===== src/rtl/owrs_pkg.sv =====
// Shared types and constants of the 1-Wire ROM search engine.
// No dependencies; every other file of the block uses this package.
`timescale 1ns / 1ps
`default_nettype none

package owrs_pkg;

  localparam int ID_W            = 64;  // width of the rom_id field
  localparam int ROM_ID_BITS_DEF = 64;
  localparam logic [7:0] CRC_POLY    = 8'h8c;  // reflected Dallas CRC-8
  localparam logic [3:0] FAILS_RESET = 4'd10;
  localparam logic [3:0] FAILS_MAX   = 4'd15;

  // result queue
  localparam int QDEPTH  = 8;
  localparam int QPTR_W  = $clog2(QDEPTH);
  localparam int QCNT_W  = $clog2(QDEPTH + 1);
  localparam int MAX_RES = 3;

  typedef enum logic [1:0] {
    MODE_START    = 2'd0,
    MODE_PRESENCE = 2'd1,
    MODE_PAIR     = 2'd2
  } mode_t;

  typedef enum logic [1:0] {
    PH_IDLE     = 2'd0,
    PH_PRESENCE = 2'd1,
    PH_BITS     = 2'd2
  } phase_t;

  typedef enum logic [2:0] {
    K_WRITE = 3'd0,
    K_FOUND = 3'd1,
    K_DONE  = 3'd2,
    K_RETRY = 3'd3,
    K_ERROR = 3'd4
  } result_kind_t;

  typedef struct packed {
    result_kind_t      kind;
    logic              write_bit;
    logic [ID_W-1:0]   rom_id;
    logic              last;
  } result_t;

  typedef struct packed {
    logic [1:0]           cnt;
    result_t [MAX_RES-1:0] res;
  } push_t;

  typedef struct packed {
    logic [QCNT_W-1:0] count;
    logic              room;
  } qstat_t;

endpackage

`default_nettype wire


===== src/rtl/owrs_engine.sv =====
// Search engine: item register, search state and the per-item decision logic.
// Depends on owrs_pkg; pushes up to three results per item into owrs_queue.
`timescale 1ns / 1ps
`default_nettype none

module owrs_engine #(
  parameter int ROM_ID_BITS = owrs_pkg::ROM_ID_BITS_DEF
) (
  input  wire logic               clk,
  input  wire logic               rst_n,
  input  wire logic               in_valid,
  output logic                    in_ready,
  input  wire logic [1:0]         in_mode,
  input  wire logic               in_presence,
  input  wire logic               in_id_bit,
  input  wire logic               in_cmp_bit,
  input  wire logic [3:0]         max_fails,
  input  wire logic               room,
  output owrs_pkg::push_t         push
);

  localparam int POS_W = $clog2(ROM_ID_BITS + 1);
  localparam int IDX_W = $clog2(ROM_ID_BITS);
  localparam logic [POS_W-1:0] POS_NONE = POS_W'(ROM_ID_BITS);
  localparam logic [POS_W-1:0] POS_END  = POS_W'(ROM_ID_BITS - 1);

  // item register
  logic       item_valid_r, item_valid_nxt;
  logic [1:0] mode_r;
  logic       pres_r, idb_r, cmp_r;

  // search state
  owrs_pkg::phase_t         phase_r, phase_nxt;
  logic [ROM_ID_BITS-1:0]   prev_id_r, prev_id_nxt;
  logic                     prev_none_r, prev_none_nxt;
  logic [POS_W-1:0]         prev_disc_r, prev_disc_nxt;
  logic [ROM_ID_BITS-1:0]   cur_id_r, cur_id_nxt;
  logic [POS_W-1:0]         cur_disc_r, cur_disc_nxt;
  logic [POS_W-1:0]         pos_r, pos_nxt;
  logic [7:0]               crc_r, crc_nxt;
  logic [3:0]               fails_r, fails_nxt;

  logic                     fire;
  logic                     pair_ok, both_one, both_zero, take_one, dir;
  logic                     end_pass, crc_ok, disc_none, too_many;
  logic [ROM_ID_BITS-1:0]   id_set;
  logic [7:0]               crc_step;
  logic [POS_W-1:0]         disc_step;
  logic [4:0]               fail_inc;

  assign in_ready = !item_valid_r || room;
  assign fire     = item_valid_r && room;

  always_comb begin
    item_valid_nxt = item_valid_r;
    if (in_valid && in_ready) begin
      item_valid_nxt = 1'b1;
    end else if (fire) begin
      item_valid_nxt = 1'b0;
    end
  end

  // shared bit-pair decisions
  assign pair_ok   = (phase_r == owrs_pkg::PH_BITS) && (pos_r < POS_NONE);
  assign both_one  = idb_r && cmp_r;
  assign both_zero = !idb_r && !cmp_r;
  assign take_one  = !prev_none_r &&
                     ((pos_r == prev_disc_r) ||
                      ((pos_r < prev_disc_r) && prev_id_r[pos_r[IDX_W-1:0]]));
  assign dir       = both_zero ? take_one : idb_r;
  assign disc_step = (both_zero && !take_one) ? pos_r : cur_disc_r;

  always_comb begin
    id_set = cur_id_r;
    id_set[pos_r[IDX_W-1:0]] = cur_id_r[pos_r[IDX_W-1:0]] | dir;
  end

  assign crc_step  = {1'b0, crc_r[7:1]} ^ (((crc_r[0] ^ dir)) ? owrs_pkg::CRC_POLY : 8'h00);
  assign end_pass  = (pos_r == POS_END);
  assign crc_ok    = (crc_step == 8'h00);
  assign disc_none = (disc_step >= POS_NONE);
  assign fail_inc  = {1'b0, fails_r} + 5'd1;
  assign too_many  = fail_inc > {1'b0, max_fails};

  // phase transitions
  always_comb begin
    phase_nxt = phase_r;
    if (fire) begin
      unique case (mode_r)
        owrs_pkg::MODE_START: begin
          phase_nxt = owrs_pkg::PH_PRESENCE;
        end
        owrs_pkg::MODE_PRESENCE: begin
          if (phase_r == owrs_pkg::PH_PRESENCE) begin
            phase_nxt = pres_r ? owrs_pkg::PH_BITS : owrs_pkg::PH_IDLE;
          end
        end
        owrs_pkg::MODE_PAIR: begin
          if (pair_ok) begin
            if (both_one) begin
              phase_nxt = owrs_pkg::PH_IDLE;
            end else if (end_pass) begin
              if (crc_ok) begin
                phase_nxt = disc_none ? owrs_pkg::PH_IDLE : owrs_pkg::PH_PRESENCE;
              end else begin
                phase_nxt = too_many ? owrs_pkg::PH_IDLE : owrs_pkg::PH_PRESENCE;
              end
            end
          end
        end
        default: begin
          phase_nxt = phase_r;
        end
      endcase
    end
  end

  // datapath state and results
  always_comb begin
    prev_id_nxt   = prev_id_r;
    prev_none_nxt = prev_none_r;
    prev_disc_nxt = prev_disc_r;
    cur_id_nxt    = cur_id_r;
    cur_disc_nxt  = cur_disc_r;
    pos_nxt       = pos_r;
    crc_nxt       = crc_r;
    fails_nxt     = fails_r;
    push          = '0;
    if (fire) begin
      unique case (mode_r)
        owrs_pkg::MODE_START: begin
          prev_id_nxt   = '0;
          prev_none_nxt = 1'b1;
          fails_nxt     = 4'd0;
        end
        owrs_pkg::MODE_PRESENCE: begin
          if (phase_r == owrs_pkg::PH_PRESENCE) begin
            if (!pres_r) begin
              push.cnt         = 2'd1;
              push.res[0].kind = owrs_pkg::K_DONE;
            end else begin
              cur_id_nxt   = '0;
              cur_disc_nxt = POS_NONE;
              pos_nxt      = '0;
              crc_nxt      = 8'h00;
            end
          end
        end
        owrs_pkg::MODE_PAIR: begin
          if (pair_ok) begin
            if (both_one) begin
              push.cnt         = 2'd1;
              push.res[0].kind = owrs_pkg::K_DONE;
            end else begin
              cur_id_nxt   = id_set;
              cur_disc_nxt = disc_step;
              crc_nxt      = crc_step;
              pos_nxt      = pos_r + POS_W'(1);
              push.cnt              = 2'd1;
              push.res[0].kind      = owrs_pkg::K_WRITE;
              push.res[0].write_bit = dir;
              if (end_pass) begin
                push.cnt = 2'd2;
                if (crc_ok) begin
                  prev_id_nxt           = id_set;
                  prev_none_nxt         = 1'b0;
                  prev_disc_nxt         = disc_step;
                  push.res[1].kind      = owrs_pkg::K_FOUND;
                  push.res[1].rom_id    = owrs_pkg::ID_W'(id_set);
                  if (disc_none) begin
                    push.cnt         = 2'd3;
                    push.res[2].kind = owrs_pkg::K_DONE;
                  end
                end else begin
                  fails_nxt = fail_inc[4] ? owrs_pkg::FAILS_MAX : fail_inc[3:0];
                  if (too_many) begin
                    push.res[1].kind = owrs_pkg::K_ERROR;
                  end else begin
                    push.res[1].kind      = owrs_pkg::K_RETRY;
                    push.res[1].rom_id    = owrs_pkg::ID_W'(id_set);
                  end
                end
              end
            end
          end
        end
        default: begin
          push.cnt = 2'd0;
        end
      endcase
    end
    // mark the final result of this item
    for (int i = 0; i < owrs_pkg::MAX_RES; i++) begin
      push.res[i].last = (push.cnt == 2'(i + 1));
    end
  end

  always_ff @(posedge clk) begin
    if (!rst_n) begin
      item_valid_r <= 1'b0;
      phase_r      <= owrs_pkg::PH_IDLE;
      prev_id_r    <= '0;
      prev_none_r  <= 1'b1;
      prev_disc_r  <= '0;
      cur_id_r     <= '0;
      cur_disc_r   <= POS_NONE;
      pos_r        <= '0;
      crc_r        <= 8'h00;
      fails_r      <= 4'd0;
    end else begin
      item_valid_r <= item_valid_nxt;
      phase_r      <= phase_nxt;
      prev_id_r    <= prev_id_nxt;
      prev_none_r  <= prev_none_nxt;
      prev_disc_r  <= prev_disc_nxt;
      cur_id_r     <= cur_id_nxt;
      cur_disc_r   <= cur_disc_nxt;
      pos_r        <= pos_nxt;
      crc_r        <= crc_nxt;
      fails_r      <= fails_nxt;
    end
  end

  always_ff @(posedge clk) begin
    if (in_valid && in_ready) begin
      mode_r <= in_mode;
      pres_r <= in_presence;
      idb_r  <= in_id_bit;
      cmp_r  <= in_cmp_bit;
    end
  end

endmodule

`default_nettype wire


===== src/rtl/owrs_queue.sv =====
// Result queue: takes up to three results a cycle, hands out one per cycle while out_ready is high.
// Depends on owrs_pkg for the result and push types.
`timescale 1ns / 1ps
`default_nettype none

module owrs_queue (
  input  wire logic              clk,
  input  wire logic              rst_n,
  input  owrs_pkg::push_t        push,
  output logic                   out_valid,
  input  wire logic              out_ready,
  output owrs_pkg::result_t      out_res,
  output owrs_pkg::qstat_t       stat
);

  owrs_pkg::result_t mem_r [owrs_pkg::QDEPTH];
  logic [owrs_pkg::QPTR_W-1:0] wp_r, wp_nxt, rp_r, rp_nxt;
  logic [owrs_pkg::QCNT_W-1:0] cnt_r, cnt_nxt;
  logic                        pop;

  assign out_valid  = (cnt_r != '0);
  assign out_res    = mem_r[rp_r];
  assign pop        = out_valid && out_ready;
  assign stat.count = cnt_r;
  // room for a full three-result burst
  assign stat.room  = cnt_r <= owrs_pkg::QCNT_W'(owrs_pkg::QDEPTH - owrs_pkg::MAX_RES);

  assign wp_nxt  = wp_r + owrs_pkg::QPTR_W'(push.cnt);
  assign rp_nxt  = rp_r + owrs_pkg::QPTR_W'(pop);
  assign cnt_nxt = cnt_r + owrs_pkg::QCNT_W'(push.cnt) - owrs_pkg::QCNT_W'(pop);

  always_ff @(posedge clk) begin
    for (int i = 0; i < owrs_pkg::MAX_RES; i++) begin
      if (2'(i) < push.cnt) begin
        mem_r[wp_r + owrs_pkg::QPTR_W'(i)] <= push.res[i];
      end
    end
  end

  always_ff @(posedge clk) begin
    if (!rst_n) begin
      wp_r  <= '0;
      rp_r  <= '0;
      cnt_r <= '0;
    end else begin
      wp_r  <= wp_nxt;
      rp_r  <= rp_nxt;
      cnt_r <= cnt_nxt;
    end
  end

endmodule

`default_nettype wire


===== src/rtl/onewire_rom_search_top.sv =====
// 1-Wire ROM search engine, top level: configuration register and stream ports.
// Depends on owrs_pkg, owrs_engine and owrs_queue.
//
// Usage:
//   The input stream carries one request per bus event: start a search, the
//   presence result of a bus reset, or one received id/complement bit pair
//   (in_tuser selects which). The output stream returns the results of each
//   request in order: direction bits to write back, found device ids, search
//   finished, checksum retry passes and the checksum error; out_tlast marks
//   the final result of one request. Requests that cause nothing give nothing.
//   An accepted request is held in the item register until the queue has room;
//   the search logic then works on it and writes its results into the queue
//   registers, from which the first result is offered to the receiver.
//   Throughput: one request per cycle while the queue has room. The output
//   drains one result per cycle while out_tready is high, from an eight-entry
//   queue; in_tready drops only while the queue lacks room for the three
//   results a single bit pair can cause, so a stalled receiver backs up into
//   the input after a few requests and loses nothing.
//   Reset (rst_n low at a clock edge) empties the queue, puts the engine idle
//   with no previous id or discrepancy and sets max_checksum_fails to 10.
//   Write max_checksum_fails by cfg_we only while the block is idle; not enforced.
`timescale 1ns / 1ps
`default_nettype none

module onewire_rom_search_top #(
  parameter int ROM_ID_BITS = owrs_pkg::ROM_ID_BITS_DEF
) (
  input  wire logic        clk,
  input  wire logic        rst_n,
  // configuration: max_checksum_fails
  input  wire logic        cfg_we,
  input  wire logic [3:0]  cfg_wdata,
  // input requests
  input  wire logic        in_tvalid,
  output logic             in_tready,
  input  wire logic [7:0]  in_tdata,   // [0] presence, [1] id_bit, [2] complement_bit
  input  wire logic [1:0]  in_tuser,   // [1:0] mode
  // results
  output logic             out_tvalid,
  input  wire logic        out_tready,
  output logic [71:0]      out_tdata,  // [0] write_bit, [64:1] rom_id
  output logic [2:0]       out_tuser,  // [2:0] result_kind
  output logic             out_tlast
);

  logic [3:0]         max_fails_r, max_fails_nxt;
  owrs_pkg::push_t    push;
  owrs_pkg::qstat_t   qstat;
  owrs_pkg::result_t  res;

  // hold the fail limit until written
  assign max_fails_nxt = cfg_we ? cfg_wdata : max_fails_r;

  always_ff @(posedge clk) begin
    if (!rst_n) begin
      max_fails_r <= owrs_pkg::FAILS_RESET;
    end else begin
      max_fails_r <= max_fails_nxt;
    end
  end

  owrs_engine #(
    .ROM_ID_BITS (ROM_ID_BITS)
  ) u_engine (
    .clk         (clk),
    .rst_n       (rst_n),
    .in_valid    (in_tvalid),
    .in_ready    (in_tready),
    .in_mode     (in_tuser),
    .in_presence (in_tdata[0]),
    .in_id_bit   (in_tdata[1]),
    .in_cmp_bit  (in_tdata[2]),
    .max_fails   (max_fails_r),
    .room        (qstat.room),
    .push        (push)
  );

  owrs_queue u_queue (
    .clk       (clk),
    .rst_n     (rst_n),
    .push      (push),
    .out_valid (out_tvalid),
    .out_ready (out_tready),
    .out_res   (res),
    .stat      (qstat)
  );

  // pack the result; pad the upper seven bits with zeros
  assign out_tdata = {7'b0, res.rom_id, res.write_bit};
  assign out_tuser = res.kind;
  assign out_tlast = res.last;

  // queue never overfills
  a_queue_bound: assert property (@(posedge clk) disable iff (!rst_n)
    qstat.count <= owrs_pkg::QCNT_W'(owrs_pkg::QDEPTH))
    else $error("result queue overfilled");

  // retry and error always close the results of a request
  a_end_last: assert property (@(posedge clk) disable iff (!rst_n)
    out_tvalid && (out_tuser == owrs_pkg::K_RETRY || out_tuser == owrs_pkg::K_ERROR)
    |-> out_tlast)
    else $error("retry or error result not marked last");

  // finished and error carry no id and no direction bit
  a_empty_payload: assert property (@(posedge clk) disable iff (!rst_n)
    out_tvalid && (out_tuser == owrs_pkg::K_DONE || out_tuser == owrs_pkg::K_ERROR)
    |-> (out_tdata == '0))
    else $error("status result carries payload");

  // a direction bit never carries an id
  a_write_no_id: assert property (@(posedge clk) disable iff (!rst_n)
    out_tvalid && out_tuser == owrs_pkg::K_WRITE |-> (out_tdata[71:1] == '0))
    else $error("write result carries an id");

endmodule

`default_nettype wire


===== config.mk =====
export PLATFORM = sky130hd
export DESIGN_NAME = onewire_rom_search_top
export DESIGN_NICKNAME = d
export VERILOG_FILES = /design/src/rtl/owrs_pkg.sv /design/src/rtl/owrs_engine.sv /design/src/rtl/owrs_queue.sv /design/src/rtl/onewire_rom_search_top.sv
export SDC_FILE = /design/constraint.sdc
export NUM_CORES = 1
export LEC_CHECK = 0
export BUFFER_PORTS_ARGS = -buffer_cell sky130_fd_sc_hd__buf_2
export CAP_MARGIN = 5
export CORE_UTILIZATION = 55
export CTS_BUF_LIST = sky130_fd_sc_hd__clkbuf_4 sky130_fd_sc_hd__clkbuf_8 sky130_fd_sc_hd__clkbuf_16
export CTS_CLUSTER_SIZE = 30
export DETAILED_ROUTE_END_ITERATION = 8
export GPL_TIMING_DRIVEN = 1
export PLACE_DENSITY = 0.72
export SYNTH_ARGS = -nofsm -noshare
export SYNTH_HDL_FRONTEND = slang
export SYNTH_SLANG_ARGS = --single-unit

===== constraint.sdc =====
create_clock -name clk -period 5.8 [get_ports clk]
set_input_delay 0 -clock clk [delete_from_list [all_inputs] [get_ports clk]]
set_output_delay 0 -clock clk [all_outputs]
set_load 0.01 [all_outputs]

==> results.json <==
{
  "dieArea_mm2": 0.0600,
  "hold_path_end": "u_engine.mode_r[1]",
  "syn_area_mm2": 0.0324,
  "ys.flop_type": "dfxtp_1",
  "irDropWorstVdd_mv": 0.261,
  "area_growth_pct": 11.5,
  "status": "finished, final reports clean",
  "synth_top_area_share_pct": 44.1,
  "synth_cell_types": 95,
  "r2r-start": "u_engine.pos_r[1]",
  "pin_count": 97,
  "grt_pass1_vias": 25400,
  "grt_pass1_wl_um": 146000,
  "switching_share_pct": 24.3,
  "numCtsBuffers": 76,
  "tightest_slew_ps": 1230,
  "clk_latency_ps": 630,
  "p_clk_share_pct": 45.3,
  "start_kind": "register",
  "p_int_uw": 8610,
  "cts_tree": "built",
  "crit_top_cell": "buf_4",
  "clock_skew_ps": 15.8,
  "seq_power_share_pct": 46.0,
  "synth_area_leaders": "dfxtp_1, o2bb2ai_1, mux4_2, nand2_1, mux2_2",
  "root_buffer": "clkbuf_16",
  "ant_nets": 0,
  "path_cells": "buf_4, nor2b_1, buf_4, a22oi_1, nand3_1, nand4_1, buf_4, o211ai_1, nand3_4, buf_4, o21ai_4, a2bb2o_1",
  "drcViolationCount": 0,
  "synth_seq_cells": 736,
  "ys_seq_area_share_pct": 46.1,
  "ctsHoldBuffers": 18,
  "syn_inst": 2942,
  "synth_most_common_cell": "dfxtp_1",
  "whs_ps": 99.2,
  "worstPathMaxFanout": 26,
  "max-cap-violations": 0,
  "end_kind": "register",
  "cp_slowest_cell": "nor2b_1",
  "fin_crit_sh_pct": 82.8,
  "cts.repair.resized": 0,
  "post_cts_buffers": 0,
  "clock.fmax_mhz": 208,
  "yosys-top-cells-count": "dfxtp_1, o2bb2ai_1, nand2_1",
  "crit_required_ps": 6300,
  "utilization_pct": 62.3,
  "die-width_um": 245,
  "post-route-min-period_ps": 4800,
  "grt_max_degree": 91,
  "finalWirelength_um": 92600,
  "viasPerCell": 6.77,
  "hold_violations": 0,
  "grt_usage_pct": 30.7,
  "powerDensity_mw_per_mm2": 315,
  "drive_gt1_share_pct": 21.1,
  "setup_viol": 0,
  "drtPass1Iterations": 6,
  "crit_path_max_incr_delay_ps": 650,
  "worstHoldStart": "in_tuser[1]",
  "p_leak_uw": 0.0123,
  "final_max_slew_viol_count": 0,
  "combinationalPowerShare_pct": 8.7,
  "slew_headroom_pct": 17.6,
  "antenna_found_initial": 1,
  "clk_pin_slew_ps": 60,
  "h-tree-depth": 3,
  "rows": 88,
  "ys_async_sr_fraction_pct": 0,
  "route.vias.total": 25400,
  "yosysTopAreaCell": "dfxtp_1",
  "dp_hpwl_um": 55600,
  "core_mm2": 0.0580,
  "clock_path_buffers": 3,
  "rsz0062_at_grt": "false",
  "final.setup.tns_ps": 0,
  "crit_start": "u_engine.pos_r[1]",
  "finalNetCount": 2968,
  "drt_iter0_markers": 2388,
  "portBuffers": 84,
  "synth_edf_count": 21,
  "switchingPower_uw": 2760,
  "holdPathStages": 2,
  "die_h_um": 245,
  "wire_per_inst_um": 24.7,
  "arrival_ps": 5300,
  "overflow": 0,
  "r2r_cells": 12,
  "hp-class": "input port to register",
  "initial_utilization_pct": 55.9,
  "critical_path_class": "register to register",
  "clock-sinks": 736,
  "yosys_warnings": 0,
  "place_congestion": 0.917,
  "r2r_slack_ps": 1000,
  "avgSynthCellArea_um2": 11.0,
  "reg2reg_to": "u_engine.prev_id_r[59]"
}
==> power by group through the flow <==
stage,Combinational (uW),Sequential (uW),Clock (uW)
floorplan,867,5230,0
global placement,981,5340,0
detailed placement,987,5340,0
CTS,998,5230,5190
global route,1060,5240,5420
finish,992,5230,5150
==> worst max-delay path: cells and delay by family, from the launching register on <==
| family | cells | cell delay, ps |
|---|---|---|
| AND/OR/NAND/NOR | 4 | 1880 |
| buffers and inverters | 4 | 1330 |
| AO/OA/AOI/OAI | 4 | 1130 |
| flip-flops | 1 | 310 |
==> per-stage QoR <==
step	setup WS, ps	area (um2)	instances	total power, uW
2_1_floorplan	2070	32500	2948	6090
3_3_place_gp	1220	33300	3589	6320
3_5_place_dp	1130	33300	3589	6330
4_1_cts	1130	36200	3746	11400
5_1_grt	873	36200	3746	11700
6_report	1000	36200	3747	11400
==> routing by layer <==
metal  part of all wire, %  up-vias  routed length [um]  track usage, %
met1                    42    12800               38700            40.7
met5                     0        -                   0               0
li1                      -    11200                   -               -
met4                   3.1        0                2900            10.8
met2                    47     1086               43900            50.2
met3                   7.6      234                7080            5.51
==> cell families (layout without fill, tap and decap cells) <==
group / count (synthesis) / in the layout / synth area share, %
XOR/XNOR: 9 / 9 / 0.243
multiplexers: 273 / 273 / 14.1
AND/OR/NAND/NOR: 544 / 544 / 7.93
adder cells (fa/ha/maj): 29 / 29 / 1.16
flip-flops: 736 / 736 / 46.1
buffers and inverters: 327 / 360 / 4.64
other: 1 / 8 / 0.0116
AO/OA/AOI/OAI: 1023 / 1023 / 25.9
==> registers in the layout (all words and copies together) (netlist names) <==
name	cells
u_engine.mode_r	2
u_engine.cur_disc_r	7
u_queue.rp_r	3
u_engine.phase_r	2
u_engine.cmp_r	1
u_engine.pos_r	7
u_engine.prev_none_r	1
u_engine.item_valid_r	1
u_engine.pres_r	1
u_engine.idb_r	1
u_engine.cur_id_r	64
u_queue.cnt_r	4
u_engine.fails_r	4
u_engine.crc_r	8
u_engine.prev_disc_r	7
u_queue.wp_r	3
u_queue.mem_r	552
u_engine.prev_id_r	64
max_fails_r	4
==> placed cells by master (no fill, tap or decap), types with 14 or more instances in the layout <==
cell type / instances
a21oi_1: 133
a22oi_1: 27
a2bb2o_1: 27
buf_2: 84
buf_4: 67
clkbuf_16: 79
clkbuf_4: 14
clkbuf_8: 15
clkinv_2: 17
dfxtp_1: 711
dlygate4sd3_1: 18
edfxtp_1: 21
ha_1: 26
inv_1: 41
mux2_2: 76
mux2i_1: 56
mux4_2: 139
nand2_1: 250
nand2b_1: 43
nand3_1: 57
nor2_1: 83
o2111ai_1: 36
o211ai_1: 37
o21ai_0: 87
o21ai_1: 20
o21ai_2: 21
o21ai_4: 40
o2bb2ai_1: 490
==> area by class of cell <==
cell class | count | area [um2]
antenna | 1 | 2.50
clock buffer | 108 | 2290
clock inverter | 31 | 367
fill | 4514 | 21900
inverter | 44 | 165
multi-input combinational | 1885 | 16200
sequential | 736 | 15000
tap | 765 | 957
timing repair buffer | 177 | 1260
==> how the worst max path moves through the flow <==
stage / endpoint / slack [ps] / cells past startpoint
finish: u_engine.prev_id_r[59] / 1000 / 12
global route: u_queue.mem_r[6][1] / 870 / 12
CTS: u_engine.prev_id_r[56] / 1130 / 12
detailed placement: u_engine.prev_id_r[51] / 1130 / 12
global placement: u_engine.prev_id_r[35] / 1220 / 11
floorplan: u_queue.cnt_r[2] / 2070 / 19
(Power assumes the default switching activity.)
